==> config.mk <==
export PLATFORM = sky130hd
export DESIGN_NAME = bfba_ctrl
export DESIGN_NICKNAME = d
export VERILOG_FILES = /design/src/bfba_pkg.sv /design/src/bfba_ctrl.sv
export SDC_FILE = /design/constraint.sdc
export NUM_CORES = 1
export LEC_CHECK = 0
export ABC_AREA = 1
export BUFFER_PORTS_ARGS = -buffer_cell sky130_fd_sc_hd__buf_2
export CORE_UTILIZATION = 45
export DETAILED_ROUTE_END_ITERATION = 10
export PLACE_DENSITY = 0.83
export SETUP_SLACK_MARGIN = 0.5
export SYNTH_ARGS = -nofsm -noshare
export SYNTH_HDL_FRONTEND = slang
export SYNTH_SLANG_ARGS = --single-unit
==> constraint.sdc <==
create_clock -name i_clk -period 1.4 [get_ports i_clk]
set_input_delay 0.21 -clock i_clk [delete_from_list [all_inputs] [get_ports i_clk]]
set_output_delay 0.21 -clock i_clk [all_outputs]
set_load 0.005 [all_outputs]
==> src/bfba_pkg.sv <==
// shared types and constants of the bloom filter bit array
// no dependencies
package bfba_pkg;

    localparam int MAX_BITS_DEF = 4096;
    localparam int WORD_W       = 32;
    localparam int FBITS_W      = 13;
    localparam int HCNT_W       = 7;
    localparam int CFG_DATA_W   = 13;
    localparam int CFG_IDX_W    = 1;
    localparam int LANES        = 4;
    localparam int LANE_IDX_W   = 2;
    localparam int RED_CNT_W    = 5;

    localparam logic [FBITS_W-1:0]   FBITS_RESET = 13'd4096;
    localparam logic [HCNT_W-1:0]    HCNT_RESET  = 7'd4;
    localparam logic [HCNT_W-1:0]    K_DEFAULT   = 7'd4;
    localparam logic [HCNT_W-1:0]    K_LIMIT     = 7'd64;
    localparam logic [RED_CNT_W-1:0] RED_LAST    = 5'd31;

    typedef enum logic [CFG_IDX_W-1:0] {
        CFG_FILTER_BITS = 1'b0,
        CFG_HASH_COUNT  = 1'b1
    } t_cfg_reg;

    typedef enum logic {
        OP_INSERT = 1'b0,
        OP_TEST   = 1'b1
    } t_opcode;

    typedef enum logic [5:0] {
        ST_CLEAR  = 6'b000001,
        ST_IDLE   = 6'b000010,
        ST_REDUCE = 6'b000100,
        ST_ACCESS = 6'b001000,
        ST_DRAIN  = 6'b010000,
        ST_FINISH = 6'b100000
    } t_state;

    typedef struct packed {
        logic                  clear;
        logic                  load;
        logic                  red_step;
        logic                  acc;
        logic [LANE_IDX_W-1:0] acc_idx;
        logic                  finish;
        logic                  out_load;
    } t_cmd;

    typedef struct packed {
        logic       clr_done;
        logic       last;
        logic       test;
        logic [2:0] nwords;
    } t_sts;

endpackage

==> src/bfba_ctrl.sv <==
// sequencer of the bloom filter bit array: clear sweep, reduce, access, drain, finish
// depends on bfba_pkg
module bfba_ctrl import bfba_pkg::*; (
    input  logic i_clk,
    input  logic i_rst_n,
    input  logic i_in_valid,
    output logic o_in_stall,
    output logic o_out_valid,
    input  logic i_out_stall,
    input  t_sts i_sts,
    output t_cmd o_cmd
);

    t_state                r_state, n_state;
    logic [RED_CNT_W-1:0]  r_cnt, n_cnt;
    logic [LANE_IDX_W-1:0] r_idx, n_idx;
    logic                  r_out_valid, n_out_valid;
    logic                  need_out;

    assign need_out = i_sts.last && i_sts.test;

    always_comb begin
        n_state = r_state;
        n_cnt   = r_cnt;
        n_idx   = r_idx;
        o_cmd   = '0;
        o_cmd.acc_idx = r_idx;
        unique case (r_state)
            ST_CLEAR: begin
                o_cmd.clear = 1'b1;
                if (i_sts.clr_done) begin
                    n_state = ST_IDLE;
                end
            end
            ST_IDLE: begin
                if (i_in_valid) begin
                    o_cmd.load = 1'b1;
                    n_cnt      = '0;
                    n_state    = ST_REDUCE;
                end
            end
            ST_REDUCE: begin
                o_cmd.red_step = 1'b1;
                n_cnt          = r_cnt + 1'b1;
                if (r_cnt == RED_LAST) begin
                    n_idx   = '0;
                    n_state = ST_ACCESS;
                end
            end
            ST_ACCESS: begin
                o_cmd.acc = 1'b1;
                if ({1'b0, r_idx} == i_sts.nwords - 3'd1) begin
                    n_state = ST_DRAIN;
                end else begin
                    n_idx = r_idx + 1'b1;
                end
            end
            ST_DRAIN: begin
                n_state = ST_FINISH;
            end
            ST_FINISH: begin
                if (!(need_out && r_out_valid && i_out_stall)) begin
                    o_cmd.finish   = 1'b1;
                    o_cmd.out_load = need_out;
                    n_state        = ST_IDLE;
                end
            end
            default: begin
                n_state = ST_CLEAR;
            end
        endcase
    end

    assign n_out_valid = o_cmd.out_load || (r_out_valid && i_out_stall);

    always_ff @(posedge i_clk) begin
        if (!i_rst_n) begin
            r_state     <= ST_CLEAR;
            r_cnt       <= '0;
            r_idx       <= '0;
            r_out_valid <= 1'b0;
        end else begin
            r_state     <= n_state;
            r_cnt       <= n_cnt;
            r_idx       <= n_idx;
            r_out_valid <= n_out_valid;
        end
    end

    assign o_in_stall  = (r_state != ST_IDLE);
    assign o_out_valid = r_out_valid;

endmodule

==> results.sh, run 1 <==
export IMPL_outcome="finished, violations left"
export IMPL_violations="negative setup slack"
export IMPL_cap_violations=0
export IMPL_power_leakage_nw=0.6969
export IMPL_power_density_nw_per_um2=704.7
export IMPL_yosysMostFrequentCell="nand2_1"
export IMPL_max_slew_worst_pin_slew_ps=467.0
export IMPL_min_path_type="input pin to register"
export IMPL_syn_inst=132
export IMPL_grt_max_degree=12
export IMPL_ios=20
export IMPL_top_layer_used="met4"
export IMPL_place_inst=178
export IMPL_critPathMaxFanout=3
export IMPL_drc=0
export IMPL_syn_nets=145
export IMPL_grt_usage=0.2387
export IMPL_layout_min_cycle_time_ps=1563
export IMPL_drtAntennaViolNets=0
export IMPL_nets=195
export IMPL_maxSlewHeadroom=0.6884
export IMPL_antenna_cells=0
export IMPL_cts_root_buf="clkbuf_4"
export IMPL_synth_edf_count=0
export IMPL_ys_seq_area_frac=0.3115
export IMPL_ys_seq_elements=14
export IMPL_yosys_area_top_type_share=0.3115
export IMPL_ys_top_cells_by_area="dfxtp_1, nand2_1, inv_1, nor2_1, nand3_1"
export IMPL_viasPerCell=5.566
export IMPL_place_area_um2=1120
export IMPL_wl_met2_mm=1.735
export IMPL_syn_area_um2=899.6
export IMPL_clock_sinks=14
export IMPL_ctsHoldBuffers=0
export IMPL_wl_met1_mm=1.388
export IMPL_fin_util=0.8486
export IMPL_synth_distinct_cells=23
export IMPL_clock_latency_ps=280
export IMPL_ys_warn_count=0
export IMPL_tritoncts="done"
export IMPL_hpwlAfterDp_mm=1.605
export IMPL_drt_total_wl_mm=3.526
export IMPL_dieArea_um2=2182
export IMPL_die_w_um=46.71
export IMPL_antenna_found_initial=0
export IMPL_finalWorstSetupSlack_ps=-163.4
export IMPL_required_ps=1190
export IMPL_ys_top_cells_by_count="nand2_1, inv_1, nor2_1"
export IMPL_num_vias=1141
export IMPL_vdd_drop_max_v=0.0006371
export IMPL_drtIter0Drc=38
export IMPL_final_max_slew_viol_count=0
export IMPL_syn_to_final_growth_pct=69.96
export IMPL_grt_pass1_vias=955
export IMPL_syn_area_per_cell_um2=6.815
export IMPL_cp_start_kind="register"
export IMPL_wl_met3_um=240
export IMPL_crit_path_end_kind="output pin"
export IMPL_finalPower_mw=1.077
export IMPL_final_setup_viol_count=13
export IMPL_grt_pass1_wl_mm=3.767
export IMPL_fmax_ghz=0.6396
export IMPL_hold_slack_ps=167.7
export IMPL_fin_cells=205
export IMPL_drtPass1Iterations=4
export IMPL_h_tree_depth=1
export IMPL_finClkSkew_ps=7.807
export IMPL_period_share=1.117
export IMPL_fin_area_um2=1529
export IMPL_critPathArrivalTime_ps=1350
export IMPL_place_congestion=0.8128
export IMPL_grt_setup_unrepaired="yes"
export IMPL_worstSetupPathType="register to output pin"
export IMPL_hold_violations=0
export IMPL_port_buffers=19
export IMPL_yosys_area_top_type="dfxtp_1"
export IMPL_gr_total_overflow=0
export IMPL_ys_async_sr_fraction=0
export IMPL_start_util=0.4993
export IMPL_synthFlopType="dfxtp_1"
export IMPL_clockBufferDepth=2
export IMPL_cts_made_buffers=3
export IMPL_path_clk_slew_ps=100
export IMPL_core_um2=1802
export IMPL_routedWlPerCell_um=17.20
export IMPL_dieHeight_um=46.71
export IMPL_layout_drive_gt1_share=0.6500
export IMPL_row_count=15
[report_power, final]
| group | switching [mW] | leakage, nW | internal [mW] |
|---|---|---|---|
| Clock | 0.141 | 0.0138 | 0.0997 |
| Combinational | 0.236 | 0.564 | 0.171 |
| Sequential | 0.0177 | 0.119 | 0.412 |
[cell usage in the layout (no fill, tap or decap)]
| cell | count |
|---|---|
| nand2_2 | 8 |
| nand4_1 | 6 |
| xnor2_1 | 2 |
| o21ai_2 | 1 |
| inv_12 | 1 |
| nand2_1 | 20 |
| buf_2 | 15 |
| inv_4 | 4 |
| dfxtp_4 | 4 |
| nand2_4 | 4 |
| inv_6 | 1 |
| ha_2 | 1 |
| nor2_8 | 1 |
| dfxtp_2 | 7 |
| clkbuf_4 | 3 |
| o21ai_0 | 1 |
| a21oi_1 | 4 |
| a21oi_2 | 6 |
| ha_4 | 2 |
| nor2_1 | 8 |
| clkinv_2 | 1 |
| xor2_1 | 1 |
| dfxtp_1 | 3 |
| nor2_2 | 5 |
| buf_12 | 2 |
| nand3_1 | 8 |
| nor2_4 | 10 |
| buf_6 | 9 |
| inv_1 | 10 |
| nand3_4 | 3 |
| buf_4 | 20 |
| nand3_2 | 1 |
| inv_2 | 8 |
[metal layers]
layer  GRT usage  vias up
met3     0.04314       24
met4     0.08000        0
met5           0        -
met1      0.2553      539
li1            -      509
met2      0.4611       69
[metrics by stage]
stage	setup slack (ps)	TNS, ps
floorplan	43.56	0
global placement	-0.8009	-0.8009
detailed placement	-38.76	-41.30
CTS	-121.2	-548.5
global route	-230.6	-2140
finish	-163.4	-1230
[sequential cells by signal (all words and copies together), names as in the netlist]
register and count:
r_state 6, r_cnt 5, r_idx 2, o_out_valid 1
[repair_timing]
item / in CTS / in global routing
setup endpoints to repair: 24 / 24
pin swaps: 9 / 12
gates resized for setup: 25 / 31
setup buffers: 17 / 7
[worst max-delay path, cell delays in order (launching register included)]
cell and delay, ps:
dfxtp_2 360, inv_2 40, nor2_1 270, nand3_4 150
nor2_4 130, buf_2 120
[area by class of cell]
type                       count  area (µm²)
tap                           25       31.28
timing repair buffer          46       366.6
clock buffer                   3       22.52
inverter                      25       122.6
sequential                    14       304.0
multi-input combinational     92       681.9
fill                          94       272.8
[final timing paths]
kind	start	to	slack (ps)	cells after the start
worst max-delay path	r_state[1]$_SDFFE_PN0P_	o_cmd[6]	-160	5
worst min-delay path	i_rst_n	r_state[0]$_SDFFE_PN1P_	170	2
worst max register to register	r_cnt[1]$_SDFFE_PN0P_	r_state[1]$_SDFFE_PN0P_	-140	11
worst min register to register	r_cnt[4]$_SDFFE_PN0P_	r_cnt[4]$_SDFFE_PN0P_	480	2
[kinds of logic (layout without fill, tap and decap cells)]
logic type / Yosys count / after routing / synth area share
flops: 14 / 14 / 0.3115
fa+ha+maj: 3 / 3 / 0.04173
simple gates: 74 / 74 / 0.4298
buf+inv: 26 / 74 / 0.1085
compound gates: 12 / 12 / 0.07928
xor+xnor: 3 / 3 / 0.02921
Note: power is estimated with default switching activity, not from simulation.
==> inputs of run 2 (changes only) <==
--- a/config.mk
+++ b/config.mk
@@ -9,8 +9,9 @@
 export BUFFER_PORTS_ARGS = -buffer_cell sky130_fd_sc_hd__buf_2
 export CORE_UTILIZATION = 45
 export DETAILED_ROUTE_END_ITERATION = 10
-export PLACE_DENSITY = 0.83
+export PLACE_DENSITY = 0.8
 export SETUP_SLACK_MARGIN = 0.5
+export SKIP_CTS_REPAIR_TIMING = 1
 export SYNTH_ARGS = -nofsm -noshare
 export SYNTH_HDL_FRONTEND = slang
 export SYNTH_SLANG_ARGS = --single-unit
==> constraint.sdc (replaced) <==
create_clock -name i_clk -period 1.6 [get_ports i_clk]
set_input_delay 0.24 -clock i_clk [delete_from_list [all_inputs] [get_ports i_clk]]
set_output_delay 0.24 -clock i_clk [all_outputs]
set_load 0.005 [all_outputs]
==> results.sh, run 2 (same netlist as run 1, synthesis figures left out) <==
export IMPL_h_tree_depth=1
export IMPL_tns_ps=0
export IMPL_fin_util=0.6889
export IMPL_place_area_um2=1052
export IMPL_grt_pass1_vias=825
export IMPL_dieHeight_um=46.71
export IMPL_dieArea_um2=2182
export IMPL_routedWlPerCell_um=11.76
export IMPL_required_ps=1360
export IMPL_hpwlAfterDp_mm=1.507
export IMPL_start_util=0.4993
export IMPL_num_vias=928
export IMPL_syn_to_final_growth_pct=37.97
export IMPL_drc=0
export IMPL_p_sw_frac=0.3224
export IMPL_ios=20
export IMPL_max_slew_worst_pin_slew_ps=397.7
export IMPL_final_setup_viol_count=0
export IMPL_regMostFlops="r_state"
export IMPL_finClkSkew_ps=5.602
export IMPL_grt_use_met1=0.2123
export IMPL_busiest_layer="met2"
export IMPL_port_buffers=19
export IMPL_layout_commonest_cell="nand2_1"
export IMPL_antenna_cells=0
export IMPL_fmax_ghz=0.6263
export IMPL_crit_path_end_kind="output pin"
export IMPL_grt_pass1_wl_mm=3.063
export IMPL_vdd_drop_max_v=0.0005758
export IMPL_power_density_nw_per_um2=704.8
export IMPL_path_cells="inv_2 -> nand2_2 -> nor2_4 -> nand2_2 -> nor2_4 -> nand3_2 -> inv_1 -> buf_2"
export IMPL_cts_made_buffers=3
export IMPL_clock_latency_ps=300
export IMPL_period_share=0.9980
export IMPL_critPathSlowestCell="dfxtp_4"
export IMPL_hold_slack_ps=224.0
export IMPL_largest_reg_flops=6
export IMPL_grt_max_degree=12
export IMPL_place_congestion=0.8441
export IMPL_top_regs="r_state x6, r_cnt x5, r_idx x2"
export IMPL_met2_usage=0.3694
export IMPL_clkPwrFrac=0.306
export IMPL_outcome="finished clean"
export IMPL_cp_startpoint="r_state[1]$_SDFFE_PN0P_"
export IMPL_power_leakage_nw=0.5876
export IMPL_path_clk_slew_ps=90
export IMPL_viasPerCell=4.910
export IMPL_finalPower_uw=874.8
export IMPL_hold_violations=0
export IMPL_min_path_type="input pin to register"
export IMPL_fin_area_um2=1241
export IMPL_power_frac_seq=0.431
export IMPL_critPathMaxStageDelay_ps=370
export IMPL_grt_use_met3=0.07059
export IMPL_pwr_share_comb=0.264
export IMPL_layout_common_cells="nand2_1, buf_2, inv_1"
export IMPL_critPathArrivalTime_ps=1360
export IMPL_hp_start="i_rst_n"
export IMPL_layout_min_cycle_time_ps=1597
export IMPL_worstSetupPathType="register to output pin"
export IMPL_critPathMaxFanout=3
export IMPL_row_count=15
export IMPL_nets=178
export IMPL_final_max_slew_viol_count=0
export IMPL_cp_start_kind="register"
export IMPL_grt_setup_unrepaired="yes"
export IMPL_cts_root_buf="clkbuf_4"
export IMPL_layout_drive_gt1_share=0.5061
export IMPL_clock_sinks=14
export IMPL_switchingPower_uw=282.0
export IMPL_p_int_uw=592.7
export IMPL_core_um2=1802
export IMPL_drtAntennaViolNets=0
export IMPL_drtPass1Iterations=4
export IMPL_timing_rr_start="r_cnt[1]$_SDFFE_PN0P_"
export IMPL_antenna_found_initial=0
export IMPL_drt_total_wl_mm=2.223
export IMPL_tritoncts="done"
export IMPL_drtIter0Drc=15
export IMPL_maxSlewHeadroom=0.7346
export IMPL_grt_usage=0.2026
export IMPL_clockBufferDepth=2
export IMPL_die_w_um=46.71
export IMPL_cap_violations=0
export IMPL_gr_total_overflow=0
==> run 2: worst paths after layout <==
| check | end | slack [ps] | depth (start not counted) |
|---|---|---|---|
| worst max-delay path | o_cmd[0] | 3 | 8 |
| worst min-delay path | r_state[0]$_SDFFE_PN1P_ | 220 | 2 |
| worst max register to register | r_state[1]$_SDFFE_PN0P_ | 110 | 11 |
| worst min register to register | r_cnt[4]$_SDFFE_PN0P_ | 490 | 2 |
==> run 2: per-layer routing <==
layer,up-vias,wire (µm)
met5,-,0
met1,429,920
li1,479,-
met2,15,1211
met3,5,68
met4,0,23
==> run 2: metrics by stage <==
stage | cells | setup WS, ps
floorplan | 132 | 243.6
global placement | 175 | 205.5
detailed placement | 175 | 106.5
CTS | 179 | -33.41
global route | 189 | -63.97
finish | 189 | 3.266
==> run 2: layout make-up <==
| cell class | instances | area, µm² |
|---|---|---|
| inverter | 25 | 93.84 |
| tap | 25 | 31.28 |
| multi-input combinational | 92 | 596.8 |
| timing repair buffer | 29 | 183.9 |
| fill | 161 | 560.5 |
| sequential | 14 | 299.0 |
| clock buffer | 4 | 36.28 |
==> run 2: critical path, delay by kind of cell (launching register included) <==
family                 cells  cell delay (ps)
AND/OR/NAND/NOR            5              480
flip-flops                 1              370
buffers and inverters      3              210
==> run 2: power groups by stage <==
stage          combinational (mW)  sequential (mW)  clock, mW
5_1_grt                     0.262            0.377      0.282
2_1_floorplan               0.133            0.379          0
3_3_place_gp                0.172            0.380          0
6_report                    0.231            0.377      0.267
4_1_cts                     0.183            0.372      0.269
3_5_place_dp                0.182            0.380          0
==> inputs of run 3 (changes only) <==
--- a/config.mk
+++ b/config.mk
@@ -10,6 +10,7 @@
 export CORE_UTILIZATION = 45
 export DETAILED_ROUTE_END_ITERATION = 10
 export PLACE_DENSITY = 0.8
+export REMOVE_ABC_BUFFERS = 1
 export SETUP_SLACK_MARGIN = 0.5
 export SKIP_CTS_REPAIR_TIMING = 1
 export SYNTH_ARGS = -nofsm -noshare
==> results.sh, run 3 (same netlist as run 1, synthesis figures left out) <==
export IMPL_syn_to_final_growth_pct=38.11
export IMPL_core_um2=1802
export IMPL_largest_reg_flops=6
export IMPL_power_leakage_nw=0.5953
export IMPL_p_int_uw=600.9
export IMPL_nFillCells=152
export IMPL_critPathMaxStageDelay_ps=350
export IMPL_top_regs="r_state x6, r_cnt x5, r_idx x2"
export IMPL_port_buffers=19
export IMPL_start_util=0.4993
export IMPL_fin_util=0.6896
export IMPL_hold_slack_ps=186.9
export IMPL_final_setup_viol_count=1
export IMPL_critPathMaxFanout=3
export IMPL_cp_start_kind="register"
export IMPL_drtIter0Drc=5
export IMPL_num_vias=914
export IMPL_violations="negative setup slack"
export IMPL_layout_commonest_cell="nand2_1"
export IMPL_clockBufferDepth=2
export IMPL_period_share=1.001
export IMPL_place_congestion=0.8265
export IMPL_finClkSkew_ps=3.325
export IMPL_pwr_share_comb=0.270
export IMPL_fmax_ghz=0.6241
export IMPL_row_count=15
export IMPL_hpwlAfterDp_mm=1.492
export IMPL_antenna_cells=0
export IMPL_crit_cells=8
export IMPL_crit_path_end_kind="output pin"
export IMPL_grt_max_degree=12
export IMPL_clkPwrFrac=0.296
export IMPL_final_max_slew_viol_count=0
export IMPL_dieArea_um2=2182
export IMPL_critPathArrivalTime_ps=1360
export IMPL_path_delay_family="simple AND/OR/NAND/NOR gates"
export IMPL_switchingPower_uw=266.8
export IMPL_place_inst=175
export IMPL_layout_common_cells="nand2_1, buf_2, inv_1"
export IMPL_viasPerCell=4.785
export IMPL_drtAntennaViolNets=0
export IMPL_power_density_nw_per_um2=698.4
export IMPL_hold_violations=0
export IMPL_ios=20
export IMPL_tritoncts="done"
export IMPL_drc=0
export IMPL_die_w_um=46.71
export IMPL_maxSlewHeadroom=0.7108
export IMPL_path_cells="inv_2 -> nand2_2 -> nor2_4 -> nand2_2 -> nor2_2 -> nand3_1 -> inv_1 -> buf_2"
export IMPL_critPathSlowestCell="dfxtp_2"
export IMPL_grt_setup_unrepaired="yes"
export IMPL_fin_cells=191
export IMPL_outcome="finished, violations left"
export IMPL_worstSetupPathType="register to output pin"
export IMPL_reg2reg_depth=11
export IMPL_grt_usage=0.2037
export IMPL_routedWlPerCell_um=11.63
export IMPL_path_common_cell="nand2_2"
export IMPL_min_path_type="input pin to register"
export IMPL_drtPass1Iterations=2
export IMPL_layout_min_cycle_time_ps=1602
export IMPL_grt_pass1_vias=784
export IMPL_h_tree_depth=1
export IMPL_required_ps=1360
export IMPL_worst_path_buf_inv=3
export IMPL_layout_drive_gt1_share=0.5241
export IMPL_place_ws_ps=54.91
export IMPL_power_frac_seq=0.434
export IMPL_antenna_found_initial=0
export IMPL_dieHeight_um=46.71
export IMPL_nets=180
export IMPL_clock_sinks=14
export IMPL_p_sw_frac=0.3075
export IMPL_regMostFlops="r_state"
export IMPL_finalWorstSetupSlack_ps=-2.244
export IMPL_cts_root_buf="clkbuf_4"
export IMPL_max_slew_worst_pin_slew_ps=433.3
export IMPL_clock_latency_ps=280
export IMPL_drt_total_wl_mm=2.222
export IMPL_cap_violations=0
export IMPL_grt_pass1_wl_mm=3.118
export IMPL_vdd_drop_max_v=0.0004841
export IMPL_path_clk_slew_ps=90
export IMPL_gr_total_overflow=0
export IMPL_cts_made_buffers=3
export IMPL_hold_depth=2
-- run 3: power groups by stage --
| stage | Combinational, mW | Clock (mW) | Sequential (mW) |
|---|---|---|---|
| after floorplan | 0.129 | 0 | 0.378 |
| after global placement | 0.168 | 0 | 0.380 |
| after detailed placement | 0.175 | 0 | 0.381 |
| after CTS | 0.176 | 0.266 | 0.373 |
| after global routing | 0.260 | 0.279 | 0.377 |
| final | 0.234 | 0.257 | 0.376 |
-- run 3: path summary, 6_finish.rpt --
check	from	end	slack, ps
max	r_state[0]$_SDFFE_PN1P_	o_cmd[0]	-2
min	i_rst_n	r_state[0]$_SDFFE_PN1P_	190
max reg2reg	r_cnt[1]$_SDFFE_PN0P_	r_state[1]$_SDFFE_PN0P_	90
min reg2reg	r_cnt[4]$_SDFFE_PN0P_	r_cnt[4]$_SDFFE_PN0P_	490
-- run 3: layout make-up --
type | count | area, µm² | share of cell area
multi-input combinational | 92 | 598.1 | 0.4814
sequential | 14 | 294.0 | 0.2367
timing repair buffer | 31 | 188.9 | 0.1521
inverter | 25 | 93.84 | 0.07553
clock buffer | 4 | 36.28 | 0.02920
tap | 25 | 31.28 | 0.02518
-- run 3: per-layer routing --
layer,share of wire,global-route usage,vias up,wire (µm)
li1,-,-,483,-
met1,0.44,0.2370,418,979
met2,0.54,0.3639,11,1190
met3,0.013,0.02353,2,29
met4,0.010,0.1029,0,23
met5,0,0,-,0
-- run 3: stage by stage --
stage	setup TNS, ps	power [mW]	area (µm²)
final	-2.244	0.8677	1242
after CTS	-78.63	0.8152	1059
after floorplan	0	0.5071	895.9
after detailed placement	0	0.5567	1022
after global placement	0	0.5480	1022
after global routing	-107.3	0.9160	1242
